## src/rtl/cc20_pkg.sv

```systemverilog
// Types, constants and quarter-round function for the ChaCha20 stream cipher
`default_nettype none
package cc20_pkg;

  localparam int DOUBLE_ROUNDS = 10;
  localparam int RND_W         = $clog2(DOUBLE_ROUNDS + 1);
  localparam int WORDS         = 8;
  localparam int POS_W         = $clog2(WORDS);

  typedef logic [31:0] word_t;
  typedef logic [63:0] dword_t;
  typedef logic [15:0][31:0] state_t;
  typedef logic [3:0][31:0] quad_t;

  localparam word_t SIGMA0 = 32'h61707865;
  localparam word_t SIGMA1 = 32'h3320646e;
  localparam word_t SIGMA2 = 32'h79622d32;
  localparam word_t SIGMA3 = 32'h6b206574;

  typedef enum logic [2:0] {
    REG_KEY0      = 3'd0,
    REG_KEY1      = 3'd1,
    REG_KEY2      = 3'd2,
    REG_KEY3      = 3'd3,
    REG_NONCE_LO  = 3'd4,
    REG_NONCE_HI  = 3'd5,
    REG_INIT_CTR  = 3'd6
  } reg_idx_t;

  function automatic word_t rotl(input word_t v, input int n);
    rotl = (v << n) | (v >> (32 - n));
  endfunction

  // in/out order: a, b, c, d
  function automatic quad_t qround(input quad_t q);
    word_t a, b, c, d;
    a = q[0]; b = q[1]; c = q[2]; d = q[3];
    a = a + b; d = rotl(d ^ a, 16);
    c = c + d; b = rotl(b ^ c, 12);
    a = a + b; d = rotl(d ^ a, 8);
    c = c + d; b = rotl(b ^ c, 7);
    qround = {d, c, b, a};
  endfunction

endpackage
`default_nettype wire

```

## src/rtl/cc20_dround.sv

```systemverilog
// One ChaCha20 double round: column then diagonal quarter rounds
`default_nettype none
module cc20_dround (
  input  var cc20_pkg::state_t din,
  output var cc20_pkg::state_t dout
);

  cc20_pkg::state_t col;
  cc20_pkg::quad_t  c0, c1, c2, c3, d0, d1, d2, d3;

  always_comb begin
    c0 = cc20_pkg::qround({din[12], din[8],  din[4], din[0]});
    c1 = cc20_pkg::qround({din[13], din[9],  din[5], din[1]});
    c2 = cc20_pkg::qround({din[14], din[10], din[6], din[2]});
    c3 = cc20_pkg::qround({din[15], din[11], din[7], din[3]});
    col[0] = c0[0]; col[4] = c0[1]; col[8]  = c0[2]; col[12] = c0[3];
    col[1] = c1[0]; col[5] = c1[1]; col[9]  = c1[2]; col[13] = c1[3];
    col[2] = c2[0]; col[6] = c2[1]; col[10] = c2[2]; col[14] = c2[3];
    col[3] = c3[0]; col[7] = c3[1]; col[11] = c3[2]; col[15] = c3[3];
    d0 = cc20_pkg::qround({col[15], col[10], col[5], col[0]});
    d1 = cc20_pkg::qround({col[12], col[11], col[6], col[1]});
    d2 = cc20_pkg::qround({col[13], col[8],  col[7], col[2]});
    d3 = cc20_pkg::qround({col[14], col[9],  col[4], col[3]});
    dout[0] = d0[0]; dout[5] = d0[1]; dout[10] = d0[2]; dout[15] = d0[3];
    dout[1] = d1[0]; dout[6] = d1[1]; dout[11] = d1[2]; dout[12] = d1[3];
    dout[2] = d2[0]; dout[7] = d2[1]; dout[8]  = d2[2]; dout[13] = d2[3];
    dout[3] = d3[0]; dout[4] = d3[1]; dout[9]  = d3[2]; dout[14] = d3[3];
  end

endmodule
`default_nettype wire

```

## config.mk

```make
export PLATFORM = sky130hd
export DESIGN_NAME = cc20_dround
export DESIGN_NICKNAME = d
export VERILOG_FILES = /design/src/rtl/cc20_pkg.sv /design/src/rtl/cc20_dround.sv
export SDC_FILE = /design/constraint.sdc
export NUM_CORES = 2
export LEC_CHECK = 0
export BUFFER_PORTS_ARGS = -buffer_cell sky130_fd_sc_hd__buf_2
export CAP_MARGIN = 20
export CORE_AREA = 2 2 399 401
export DETAILED_ROUTE_END_ITERATION = 7
export DIE_AREA = 0 0 401 403
export REMOVE_ABC_BUFFERS = 1
export SLEW_MARGIN = 40
export SYNTH_ARGS = -nofsm -noshare
export SYNTH_HDL_FRONTEND = slang
export SYNTH_SLANG_ARGS = --single-unit
```

## constraint.sdc

```tcl
create_clock -name vclk -period 33.7
set_clock_uncertainty 0.1 [all_clocks]
set_input_delay 6.74 -clock vclk [all_inputs]
set_output_delay 6.74 -clock vclk [all_outputs]
set_load 0.03 [all_outputs]
```

==> summary.md <==
| Metric | Value |
|---|---|
| Worst Setup SP | din[128] |
| Final HPWL from detailed placement | 368 mm |
| WL final | 418 mm |
| Util after Layout | 0.705 |
| Fraction of layout cells with a size suffix above 1 | 0.546 |
| First-pass GRT wire length | 570 mm |
| Cell Rows | 146 |
| # fillers | 13006 |
| Max layer used | met5 |
| Final Hold Vio Count | 0 |
| Metal1 wirelength | 153 mm |
| Clk_buf instances | 0 |
| Tightest Pin Transition | 1.27 ns |
| CP peak stage delay | 0.58 ns |
| Syn_area_per_cell | 7.53 um2 |
| Slew headroom | 0.146 |
| Post-synthesis mux area share | 0.00110 |
| Max-Cap Viols | 0 |
| Met3 Routed Length | 41.2 mm |
| Buffers on Ports | 1024 |
| Routed wl met2 | 177 mm |
| Final Setup Violations | 274 |
| RSZ-0062 raised after global routing | true |
| CP required | 26.86 ns |
| Crit. End Element | output pin |
| Initial antenna violation count | 36 |
| Final ANT Viol Nets | 0 |
| Synth Area in XOR/XNOR | 0.319 |
| Crit start category | input port |
| Initial Util | 0.347 |
| Slowest cell on crit path | or4_4 |
| Crit path capture | dout[133] |
| Total GRT Usage | 0.482 |
| IO Count | 1024 |
| Largest net degree at the start of global routing | 9 |
| Die span in y | 403 um |
| Hold_sp | din[446] |
| Final min period | 37.07 ns |
| Die X | 401 um |
| Reg area | 0 um2 |
| Slew Limit Fails | 0 |
| Yosys warns | 0 |
| Iteration-0 DRC Markers | 8151 |
| Core Box Area | 0.157 mm2 |
| First-pass DRT Iterations | 6 |
| Max Clk Rate | 27.0 MHz |
| CP Class | in2out |
| WP data arrival | 30.23 ns |
| Layout Nets | 15391 |
| Seq/Total Area, Yosys | 0 |
| Period Utilization, post-route | 1.10 |
| Seq_cells | 0 |
| GP Congestion | 1.19 |
| Via count | 86946 |
| Status | complete, but fails checks |
| Crit-path most repeated cell | buf_4 |
| Final worst slack | -3.37 ns |
| Mapped Cells | 7263 |
| Vias in the first global route | 85412 |
| Failing checks | negative setup slack |
| Gr ovfl total | 0 |
| Routed len/inst | 26.3 um |
| Crit-path max FO | 4 |
| Largest family of logic cells by synthesized area | XOR/XNOR gates |
| DRC | 0 |
| Post-synthesis simple-gate area fraction | 0.135 |
| Synth Area in Compound Gates | 0.274 |
| Netlist Area Pre-Place | 0.0547 mm2 |
| Adder-cell share of the synthesized area | 0.241 |
| Post-synthesis cell type count | 93 |
| Min-Delay Path Class | in2out |
| Number of vias per cell | 5.46 |
| # hold bufs at CTS | 0 |
| Area grow syn2layout | 103% |
| Die footprint | 0.162 mm2 |
logic make-up (layout without fill, tap and decap cells):
family,after synthesis,count (layout)
multiplexers,6,6
AND/OR/NAND/NOR,1523,1523
adder cells (fa/ha/maj),1036,1036
buffers and inverters,419,6997
other,0,23
AO/OA/AOI/OAI,2335,2335
XOR/XNOR,1944,1944
routing by layer:
metal  global-route usage  up-vias
met5             0.000595        -
li1                     -    39248
met1                0.556    40846
met4                0.437       32
met2                0.750     5017
met3               0.0997     1803
cell type report:
| class | instances | area [um2] | share of cell area |
|---|---|---|---|
| diodes | 23 | 57.6 | 0.000519 |
| inverters | 394 | 1480 | 0.0133 |
| multi-input cells | 6844 | 59100 | 0.533 |
| well taps | 2072 | 2590 | 0.0234 |
| repair buffers | 6603 | 47700 | 0.430 |
Yosys cell counts (all sizes together), types with 18 or more instances:
| library cell | n | area (um2) |
|---|---|---|
| a211o | 23 | 201 |
| ha | 1004 | 12600 |
| o21ai | 396 | 1980 |
| a21o | 414 | 3110 |
| nor2b | 125 | 782 |
| a211oi | 57 | 448 |
| xor2 | 1036 | 9100 |
| a21boi | 37 | 278 |
| a21oi | 764 | 3830 |
| o21a | 125 | 938 |
| nand2b | 126 | 788 |
| a31o | 27 | 236 |
| and3 | 63 | 394 |
| nand3 | 140 | 701 |
| or2 | 21 | 131 |
| a31oi | 80 | 500 |
| nor3 | 85 | 430 |
| and2 | 29 | 184 |
| inv | 394 | 1480 |
| and4 | 19 | 166 |
| o31ai | 40 | 300 |
| nor2 | 460 | 1730 |
| o21bai | 136 | 1020 |
| a221oi | 18 | 176 |
| or3 | 31 | 194 |
| clkbuf | 25 | 93.8 |
| o211ai | 40 | 300 |
| a221o | 18 | 180 |
| xnor2 | 885 | 7840 |
| nand4 | 49 | 307 |
| fa | 32 | 641 |
| nand2 | 329 | 1230 |
worst min path at each step:
stage	endpoint	slack, ns	depth (start not counted)
2_1_floorplan	dout[430]	13.76	2
3_3_place_gp	dout[430]	14.19	6
3_5_place_dp	dout[430]	14.17	6
4_1_cts	dout[430]	14.18	6
5_1_grt	dout[430]	14.19	6
6_report	dout[430]	14.18	6
placed cells by master, fill, tap and decap left out, drive strengths merged, types with 329 or more instances in the layout:
cell,instances
o21ai,396
xnor2,885
inv,394
a21o,414
buf,6599
ha,1004
a21oi,764
xor2,1036
nand2,329
nor2,460
per-stage QoR:
step | setup TNS [ns] | setup WS, ns | instance area, um2 | hold WS [ns] | std cells
after global placement | -1370.74 | -6.26 | 100000 | 14.19 | 15367
after detailed placement | -1484.92 | -6.38 | 100000 | 14.17 | 15367
after global routing | -785.91 | -4.18 | 111000 | 14.19 | 15928
final | -495.62 | -3.37 | 111000 | 14.18 | 15936
after CTS | -446.88 | -3.24 | 107000 | 14.18 | 15781
after floorplan | -456.47 | -3.91 | 54600 | 13.76 | 7238
critical path: cells and delay by family:
kind / cells / cell delay (ns)
adders and majority gates: 7 / 1.88
xor gates and xnor gates: 11 / 2.02
AOI/OAI and AO/OA: 47 / 9.86
buffers and inverters: 56 / 7.38
and+or+nand+nor: 16 / 2.35
repair_timing:
| action | CTS | global route |
|---|---|---|
| endpoints found under the setup margin | 477 | 435 |
| pin swaps | 597 | 491 |
| setup buffers | 424 | 143 |
| gates resized for setup | 778 | 618 |
Power is left out: the tool's default activity adds up to more than one toggle a clock period on the data nets, which glitch-free logic cannot reach.
