==> src/rtl/cc20_pkg.sv <==
// Types, constants and quarter-round function for the ChaCha20 stream cipher
`default_nettype none
package cc20_pkg;

  localparam int DOUBLE_ROUNDS = 10;
  localparam int RND_W         = $clog2(DOUBLE_ROUNDS + 1);
  localparam int WORDS         = 8;
  localparam int POS_W         = $clog2(WORDS);

  typedef logic [31:0] word_t;
  typedef logic [63:0] dword_t;
  typedef logic [15:0][31:0] state_t;
  typedef logic [3:0][31:0] quad_t;

  localparam word_t SIGMA0 = 32'h61707865;
  localparam word_t SIGMA1 = 32'h3320646e;
  localparam word_t SIGMA2 = 32'h79622d32;
  localparam word_t SIGMA3 = 32'h6b206574;

  typedef enum logic [2:0] {
    REG_KEY0      = 3'd0,
    REG_KEY1      = 3'd1,
    REG_KEY2      = 3'd2,
    REG_KEY3      = 3'd3,
    REG_NONCE_LO  = 3'd4,
    REG_NONCE_HI  = 3'd5,
    REG_INIT_CTR  = 3'd6
  } reg_idx_t;

  function automatic word_t rotl(input word_t v, input int n);
    rotl = (v << n) | (v >> (32 - n));
  endfunction

  // in/out order: a, b, c, d
  function automatic quad_t qround(input quad_t q);
    word_t a, b, c, d;
    a = q[0]; b = q[1]; c = q[2]; d = q[3];
    a = a + b; d = rotl(d ^ a, 16);
    c = c + d; b = rotl(b ^ c, 12);
    a = a + b; d = rotl(d ^ a, 8);
    c = c + d; b = rotl(b ^ c, 7);
    qround = {d, c, b, a};
  endfunction

endpackage
`default_nettype wire

==> src/rtl/cc20_cell.sv <==
// Keystream cell: holds one 64-bit word, parallel load or shift from neighbour
`default_nettype none
module cc20_cell (
  input  var logic             clk,
  input  var logic             load,
  input  var logic             shift,
  input  var cc20_pkg::dword_t load_data,
  input  var cc20_pkg::dword_t shift_in,
  output var cc20_pkg::dword_t data
);

  always_ff @(posedge clk) begin
    if (load) begin
      data <= load_data;
    end else if (shift) begin
      data <= shift_in;
    end
  end

endmodule
`default_nettype wire

==> config.mk <==
export PLATFORM = sky130hd
export DESIGN_NAME = cc20_cell
export DESIGN_NICKNAME = d
export VERILOG_FILES = /design/src/rtl/cc20_pkg.sv /design/src/rtl/cc20_cell.sv
export SDC_FILE = /design/constraint.sdc
export NUM_CORES = 1
export LEC_CHECK = 0
export ABC_AREA = 1
export BUFFER_PORTS_ARGS = -buffer_cell sky130_fd_sc_hd__buf_2
export CAP_MARGIN = 0
export CORE_MARGIN = 2
export CORE_UTILIZATION = 44
export DETAILED_ROUTE_END_ITERATION = 10
export GPL_TIMING_DRIVEN = 0
export PLACE_DENSITY_LB_ADDON = 0.15
export SLEW_MARGIN = 30
export SYNTH_ARGS = -nofsm -noshare
export SYNTH_HDL_FRONTEND = slang
export SYNTH_SLANG_ARGS = --single-unit
==> constraint.sdc <==
create_clock -name clk -period 3.5 [get_ports clk]
set_input_delay 0.175 -clock clk [delete_from_list [all_inputs] [get_ports clk]]
set_output_delay 0.175 -clock clk [all_outputs]
set_load 0.05 [all_outputs]
==> results of run 1 <==
cell usage in the layout (no fill, tap or decap):
cell type | Yosys | final
clkinv_1 | 0 | 2
buf_2 | 7 | 201
buf_6 | 6 | 6
clkbuf_1 | 0 | 4
clkbuf_8 | 0 | 9
or2_4 | 0 | 1
nand2_1 | 192 | 192
inv_2 | 1 | 1
edfxtp_1 | 64 | 64
kinds of logic after synthesis:
family	Yosys count
buf+inv	14
flops	64
simple gates	193
metrics by stage:
step	cell area [sq um]	instances	util, %	setup WS (ns)	hold slack (ns)
after CTS	3970	555	66.2	2.27	0.0847
after detailed placement	3820	540	63.8	1.91	0.440
after floorplan	2760	271	-	1.96	0.354
after global routing	3970	555	66.2	2.19	0.0952
after global placement	3820	540	63.8	1.49	0.436
final	3970	555	66.2	2.28	0.102
area by class of cell:
type                            count  area (sq um)  area share, %
Buffer                             13           103           2.59
Clock buffer                       13           139           3.50
Clock inverter                      2          7.51          0.189
Inverter                            1          3.75         0.0946
Multi-Input combinational cell    193           729           18.4
Sequential cell                    64          1920           48.4
Tap cell                           75          93.8           2.36
Timing Repair Buffer              194           971           24.5
worst max-delay path, cell delays in order:
cell and delay, ns:
buf_2 0.11, buf_6 0.16, or2_4 0.70
power by group through the flow:
stage,Combinational [mW],Sequential (mW),Clock (mW)
finish,0.558,0.959,0.505
detailed placement,0.562,0.976,0
floorplan,0.0848,1.28,0
global route,0.592,0.968,0.547
CTS,0.563,0.960,0.515
global placement,0.556,0.973,0
layer usage:
layer  GRT usage, %  wire [microns]  vias to the layer above
li1               -               -                     1279
met1           21.5            2580                     1012
met2           35.7            3430                      124
met3           6.76             668                       17
met4           11.8             193                        0
met5              0               0                        -
worst max path at each step:
stage | start | to | slack, ns | cells past startpoint
floorplan | load | data[0] | 1.96 | 2
global placement | load | data[36] | 1.49 | 3
detailed placement | load | data[45] | 1.91 | 3
CTS | load | data[39] | 2.27 | 3
global route | load | data[38] | 2.19 | 3
finish | load | data[63] | 2.28 | 3
==> results.json, run 1 <==
{
  "clkPwrFrac_pct": 25.0,
  "period_share_pct": 35.0,
  "p_total_mw": 2.02,
  "drive_above_1_share_pct": 45.4,
  "sw_frac_of_total_pct": 34.1,
  "dp_hpwl_microns": 5100,
  "grt_pass1_wl_microns": 11000,
  "cts_resized": 0,
  "largest_registers": "data x64",
  "period_minus_slack_ns": 1.22,
  "nNetsFinal": 607,
  "muxShareOfSynthArea_pct": 0,
  "async_flop_share_pct": 0,
  "wl_per_cell_microns": 12.4,
  "cp-start-kind": "input port",
  "drtPass1Iterations": 4,
  "rsz0062_at_grt": "false",
  "yosys_warnings": 0,
  "grt_pass1_vias": 2382,
  "cts_tree": "done",
  "die_x_microns": 83.1,
  "seqPwrFrac_pct": 47.4,
  "holdPathEnd": "data[29]",
  "avgSynthCellArea_sq_um": 10.2,
  "synthCells": 271,
  "crit_required_ns": 3.45,
  "final.setup.tns_ns": 0,
  "fillers": 516,
  "port_buffers": 194,
  "synth_top_family_by_area": "simple AND/OR/NAND/NOR gates",
  "arrival_ns": 1.18,
  "synth_top_flop_cell": "edfxtp_1",
  "synth_edf_count": 64,
  "ant_nets": 0,
  "syn_area_sq_um": 2760,
  "syn_to_final_growth_pct": 44.1,
  "die_h_microns": 83.1,
  "synth-seq-cells": 64,
  "synth_commonest_cells": "nand2_1 (192), edfxtp_1 (64), buf_2 (7), buf_6 (6)",
  "synthSimpleGateAreaFrac_pct": 26.4,
  "setup_viol": 0,
  "outcome": "finished, final reports clean",
  "holdPathStages": 3,
  "clock_path_buffers": 2,
  "hold_path.class": "input port to flip-flop",
  "vias": 2432,
  "start_util_pct": 46.0,
  "timing.fmax_mhz": 817,
  "critPathCaptureType": "flip-flop",
  "row_count": 28,
  "drt_iter0_markers": 88,
  "cts_hold_buf": 0,
  "syn_nets": 402,
  "antenna_found_initial": 0,
  "ir_drop_mv": 0.269,
  "ys_seq_area_share_pct": 69.8,
  "clkTransAtPathRegs_ns": 0.07,
  "yosysTopAreaCellShare_pct": 69.8,
  "synth_adder_area_share_pct": 0,
  "clock_sinks": 64,
  "cts_root_buffer": "clkbuf_8",
  "p_leak_nw": 2.14,
  "synth_top_area_cell": "edfxtp_1",
  "synth_area_leaders": "edfxtp_1 (70%), nand2_1 (26%), buf_6 (2.5%), buf_2 (1.3%), or2_2 (0.23%)",
  "intPower_mw": 1.33,
  "core_area_sq_um": 5990,
  "gp_congestion": 0.814,
  "hp-start": "shift_in[29]",
  "numCtsBuffers": 9,
  "slew_headroom_pct": 42.8,
  "synth_cell_type_count": 6,
  "regMostFlops": "data",
  "maxSlewViolCount": 0,
  "grt-ovfl-total": 0,
  "die-area_sq_um": 6910,
  "worstMarginPinSlew_ns": 0.858,
  "grt_usage_pct": 20.5,
  "drt_wl_total_microns": 6880,
  "drc": 0,
  "htreeDepth": 3,
  "grt_max_degree": 65,
  "synth_compound_area_share_pct": 0,
  "cap_violations": 0,
  "switchingPower_mw": 0.690,
  "synth_xor_area_share_pct": 0,
  "io_pins": 195,
  "num_antenna_cells": 0,
  "cp_max_fo": 64,
  "largest_reg_flops": 64,
  "yosysMostFrequentCell": "nand2_1",
  "power_density_nw_per_um2": 509,
  "post_cts_buffers": 0,
  "via_per_inst": 4.38,
  "worst-setup-path-type": "input port to flip-flop",
  "hold_violations": 0,
  "comb_power_share_pct": 27.6
}
Note: power is estimated with default switching activity, not from simulation.
==> run 2: changes to the inputs <==
- ABC_AREA: 1 -> 0
- CORE_UTILIZATION: 44 -> 42
- clock period: 3.5 -> 1.3 ns (I/O delays scaled with it)
==> results.json, run 2 <==
{
  "pre_cts_ws_ns": -0.241,
  "io_pins": 195,
  "grt_max_degree": 65,
  "core_area_sq_um": 6760,
  "yosysTopAreaCellShare_pct": 66.1,
  "worstMarginPinSlew_ns": 0.836,
  "row_count": 30,
  "clkTransAtPathRegs_ns": 0.07,
  "ant_nets": 0,
  "cts_resized": 0,
  "ys_seq_area_share_pct": 66.1,
  "dp_hpwl_microns": 4860,
  "num_antenna_cells": 0,
  "yosys_warnings": 0,
  "grt_usage_pct": 15.7,
  "largest_registers": "data x64",
  "drt_iter0_markers": 30,
  "p_total_mw": 5.70,
  "rsz0062_at_grt": "false",
  "synth_commonest_cells": "edfxtp_1 (64), mux2_4 (49), mux2_2 (15), buf_6 (6)",
  "ir_drop_mv": 0.595,
  "gp_congestion": 0.735,
  "fillers": 552,
  "drtPass1Iterations": 4,
  "port_buffers": 193,
  "period_minus_slack_ns": 1.18,
  "synth_cell_type_count": 6,
  "setup_ws_ns": 0.125,
  "critPathCaptureType": "flip-flop",
  "yosysMostFrequentCell": "edfxtp_1",
  "timing.fmax_mhz": 851,
  "holdPathStages": 2,
  "period_share_pct": 90.4,
  "nNetsFinal": 471,
  "grt_pass1_vias": 1930,
  "syn_area_sq_um": 2910,
  "synth_edf_count": 64,
  "start_util_pct": 43.0,
  "cts_hold_buf": 0,
  "largest_reg_flops": 64,
  "synth_area_leaders": "edfxtp_1 (66%), mux2_4 (25%), mux2_2 (5.8%), buf_6 (2.3%), or2_1 (0.22%)",
  "synthCells": 136,
  "htreeDepth": 3,
  "outcome": "finished, final reports clean",
  "syn_to_final_growth_pct": 42.9,
  "slew_headroom_pct": 44.3,
  "async_flop_share_pct": 0,
  "cap_violations": 0,
  "numCtsBuffers": 9,
  "cts_root_buffer": "clkbuf_8",
  "grt-ovfl-total": 0,
  "drc": 0,
  "setup_viol": 0,
  "vias": 1945,
  "arrival_ns": 1.12,
  "hold_violations": 0,
  "power_density_nw_per_um2": 1370,
  "die-area_sq_um": 7600,
  "avgSynthCellArea_sq_um": 21.4,
  "antenna_found_initial": 0,
  "drt_wl_total_microns": 6160,
  "mostFrequentLayoutCell": "buf_2",
  "clock_path_buffers": 2,
  "die_h_microns": 87.2,
  "synth_top_flop_cell": "edfxtp_1",
  "maxSlewViolCount": 0,
  "cp-start-kind": "input port",
  "crit_required_ns": 1.24,
  "cp_max_fo": 64,
  "synth-seq-cells": 64,
  "synth_top_area_cell": "edfxtp_1",
  "cts_tree": "done",
  "grt_pass1_wl_microns": 8830,
  "regMostFlops": "data",
  "hold_path.class": "input port to flip-flop",
  "drive_above_1_share_pct": 80.3,
  "final_util_pct": 61.5,
  "die_x_microns": 87.2,
  "wl_per_cell_microns": 14.5,
  "syn_nets": 267,
  "via_per_inst": 4.58,
  "final_cell_mix": "buf_2 (194), edfxtp_1 (64), mux2_4 (49)",
  "post_cts_buffers": 0,
  "p_leak_nw": 2.01,
  "worst-setup-path-type": "input port to flip-flop",
  "clock_sinks": 64
}
==> run 2: changes by cell type in the layout (fill, tap and decap cells not counted), sizes merged <==
cell    before  now
clkinv       2    4
bufinv       0    1
nand2      192    0
buf        207  200
inv          1    0
mux2         0   64
clkbuf      13   11
==> run 2: kinds of logic (layout without fill, tap and decap cells) <==
group / after synthesis / in the layout / synth area share (%)
buf+inv: 7 / 216 / 2.50
flops: 64 / 64 / 66.1
mux: 64 / 64 / 31.1
simple gates: 1 / 1 / 0.215
==> run 2: layer usage <==
metal / GRT usage [%] / vias up / routed length, microns / share of wire (%)
li1: - / 940 / - / -
met4: 6.71 / 0 / 108 / 1.8
met5: 0 / - / 0 / 0
met1: 15.8 / 879 / 2220 / 36
met3: 5.69 / 9 / 609 / 9.9
met2: 29.0 / 117 / 3220 / 52
==> run 2: power breakdown <==
part / internal, mW / switching (mW)
logic: 0.511 / 1.07
registers: 2.53 / 0.0487
clock network: 0.867 / 0.670
==> run 2: cell type report <==
| type | count | area, sq um | area share (%) |
|---|---|---|---|
| clock buffers | 11 | 131 | 3.16 |
| multi-input cells | 65 | 913 | 22.0 |
| clock inverters | 5 | 47.5 | 1.14 |
| repair buffers | 193 | 966 | 23.3 |
| well taps | 80 | 100 | 2.41 |
| plain buffers | 7 | 72.6 | 1.75 |
| flip-flops and latches | 64 | 1920 | 46.3 |
==> run 2: metrics by stage <==
step	TNS (ns)	area (sq um)	cells	hold slack [ns]
finish	0	4150	425	0.0400
CTS	0	4150	425	0.0246
global placement	-14.68	3970	409	0.366
detailed placement	-15.24	3970	409	0.368
global route	0	4150	425	0.0274
floorplan	0	2910	136	0.282
==> run 2: path summary, 6_finish.rpt <==
kind	endpoint	startpoint
worst max-delay path	data[45]	load
worst min-delay path	data[58]	shift_in[58]
==> run 2: worst max-delay path, stage by stage <==
cell and delay, ns:
buf_6 0.14, buf_6 0.19, or2_4 0.70
==> run 3: changes to the inputs <==
--- a/config.mk
+++ b/config.mk
@@ -14,3 +14,3 @@
 export GPL_TIMING_DRIVEN = 0
-export PLACE_DENSITY_LB_ADDON = 0.15
+export PLACE_DENSITY = 0.82
 export SLEW_MARGIN = 30
@@ -19 +19,2 @@
 export SYNTH_SLANG_ARGS = --single-unit
+export TNS_END_PERCENT = 20
--- a/constraint.sdc
+++ b/constraint.sdc
@@ -3,2 +3,2 @@
 set_output_delay 0.065 -clock clk [all_outputs]
-set_load 0.05 [all_outputs]
+set_load 0.1 [all_outputs]
==> results.json, run 3 (synthesis gave the netlist of run 2 again) <==
{
  "maxSlewViolCount": 0,
  "start_util_pct": 43.0,
  "critPathCaptureType": "flip-flop",
  "clock_sinks": 64,
  "comb_power_share_pct": 36.6,
  "final_util_pct": 61.6,
  "p_leak_nw": 2.01,
  "worst-setup-path-type": "input port to flip-flop",
  "cap_violations": 0,
  "regArea_sq_um": 1920,
  "via_per_inst": 4.74,
  "wl_per_cell_microns": 15.9,
  "die_h_microns": 87.2,
  "multi_input_area_sq_um": 913,
  "sw_frac_of_total_pct": 41.2,
  "setup_ws_ns": 0.0978,
  "vias": 2016,
  "final_cell_mix": "buf_2 (194), edfxtp_1 (64), mux2_4 (49)",
  "num_antenna_cells": 0,
  "htreeDepth": 3,
  "antenna_found_initial": 0,
  "fin_cells": 425,
  "largest_registers": "data x64",
  "ir_drop_mv": 0.929,
  "drive_above_1_share_pct": 80.9,
  "core_area_sq_um": 6760,
  "hold_path.class": "input port to flip-flop",
  "pre_cts_ws_ns": -0.260,
  "power_density_nw_per_um2": 1600,
  "grt_use_met1_pct": 18.4,
  "io_pins": 195,
  "period_share_pct": 92.5,
  "cts_resized": 0,
  "cts_tree": "done",
  "arrival_ns": 1.15,
  "met2_usage_pct": 29.5,
  "mostFrequentLayoutCell": "buf_2",
  "gp_congestion": 0.719,
  "cts_hold_buf": 0,
  "die-area_sq_um": 7600,
  "worstMarginPinSlew_ns": 0.876,
  "drt_wl_total_microns": 6740,
  "clkPwrFrac_pct": 24.4,
  "ant_nets": 0,
  "drc": 0,
  "dpl.cell_count": 409,
  "regMostFlops": "data",
  "dp_hpwl_microns": 5230,
  "die_x_microns": 87.2,
  "hold_violations": 0,
  "post_cts_buffers": 0,
  "seqPwrFrac_pct": 39.0,
  "switchingPower_mw": 2.74,
  "clkTransAtPathRegs_ns": 0.08,
  "slew_headroom_pct": 41.6,
  "setup_viol": 0,
  "drt_iter0_markers": 39,
  "nNetsFinal": 471,
  "final.setup.tns_ns": 0,
  "grt_pass1_vias": 2109,
  "grt_util_met3_pct": 6.64,
  "syn_to_final_growth_pct": 43.2,
  "port_buffers": 193,
  "rsz0062_at_grt": "false",
  "intPower_mw": 3.91,
  "period_minus_slack_ns": 1.20,
  "largest_reg_flops": 64,
  "cp-start-kind": "input port",
  "grt_pass1_wl_microns": 9720,
  "numCtsBuffers": 9,
  "clock_path_buffers": 2,
  "grt_usage_pct": 17.3,
  "cp_max_fo": 64,
  "drtPass1Iterations": 4,
  "busiest_layer": "met2",
  "grt_max_degree": 65,
  "fillers": 526,
  "grt-ovfl-total": 0,
  "crit_required_ns": 1.25,
  "outcome": "finished, final reports clean",
  "cts_root_buffer": "clkbuf_8",
  "row_count": 30,
  "timing.fmax_mhz": 832
}
-- run 3: worst max-delay path, cell delays in order --
cell and delay [ns]:
buf_6 0.14, buf_6 0.19, or2_4 0.70
-- run 3: area by class of cell --
cell class,count,share of cell area [%]
clock buffer,9,2.98
timing repair buffer,193,23.2
buffer,7,1.74
sequential,64,46.2
multi-input combinational,65,22.0
tap,80,2.41
clock inverter,7,1.50
-- run 3: power by group through the flow --
stage	Clock, mW	Combinational (mW)	Sequential, mW
floorplan	0	0.323	4.30
global placement	0	2.42	2.62
detailed placement	0	2.45	2.63
CTS	1.65	2.45	2.59
global route	1.76	2.50	2.61
finish	1.62	2.43	2.59
-- run 3: metrics by stage --
| stage | instance area, sq um | power [mW] | hold slack [ns] |
|---|---|---|---|
| global placement | 3970 | 5.04 | 0.365 |
| global route | 4160 | 6.87 | 0.0115 |
| CTS | 4160 | 6.69 | 0.0121 |
| finish | 4160 | 6.64 | 0.0256 |
| detailed placement | 3970 | 5.08 | 0.369 |
| floorplan | 2910 | 4.62 | 0.282 |
-- run 3: path summary, 6_finish.rpt --
path,startpoint,to,slack [ns],depth (start not counted)
worst max-delay path,load,data[43],0.1,3
worst min-delay path,load_data[16],data[16],0.03,2
-- run 3: layer usage --
metal  share of wire, %  routed length [microns]
met5                  0                        0
met4                2.7                      180
met3                8.8                      591
met2                 52                     3510
met1                 37                     2460
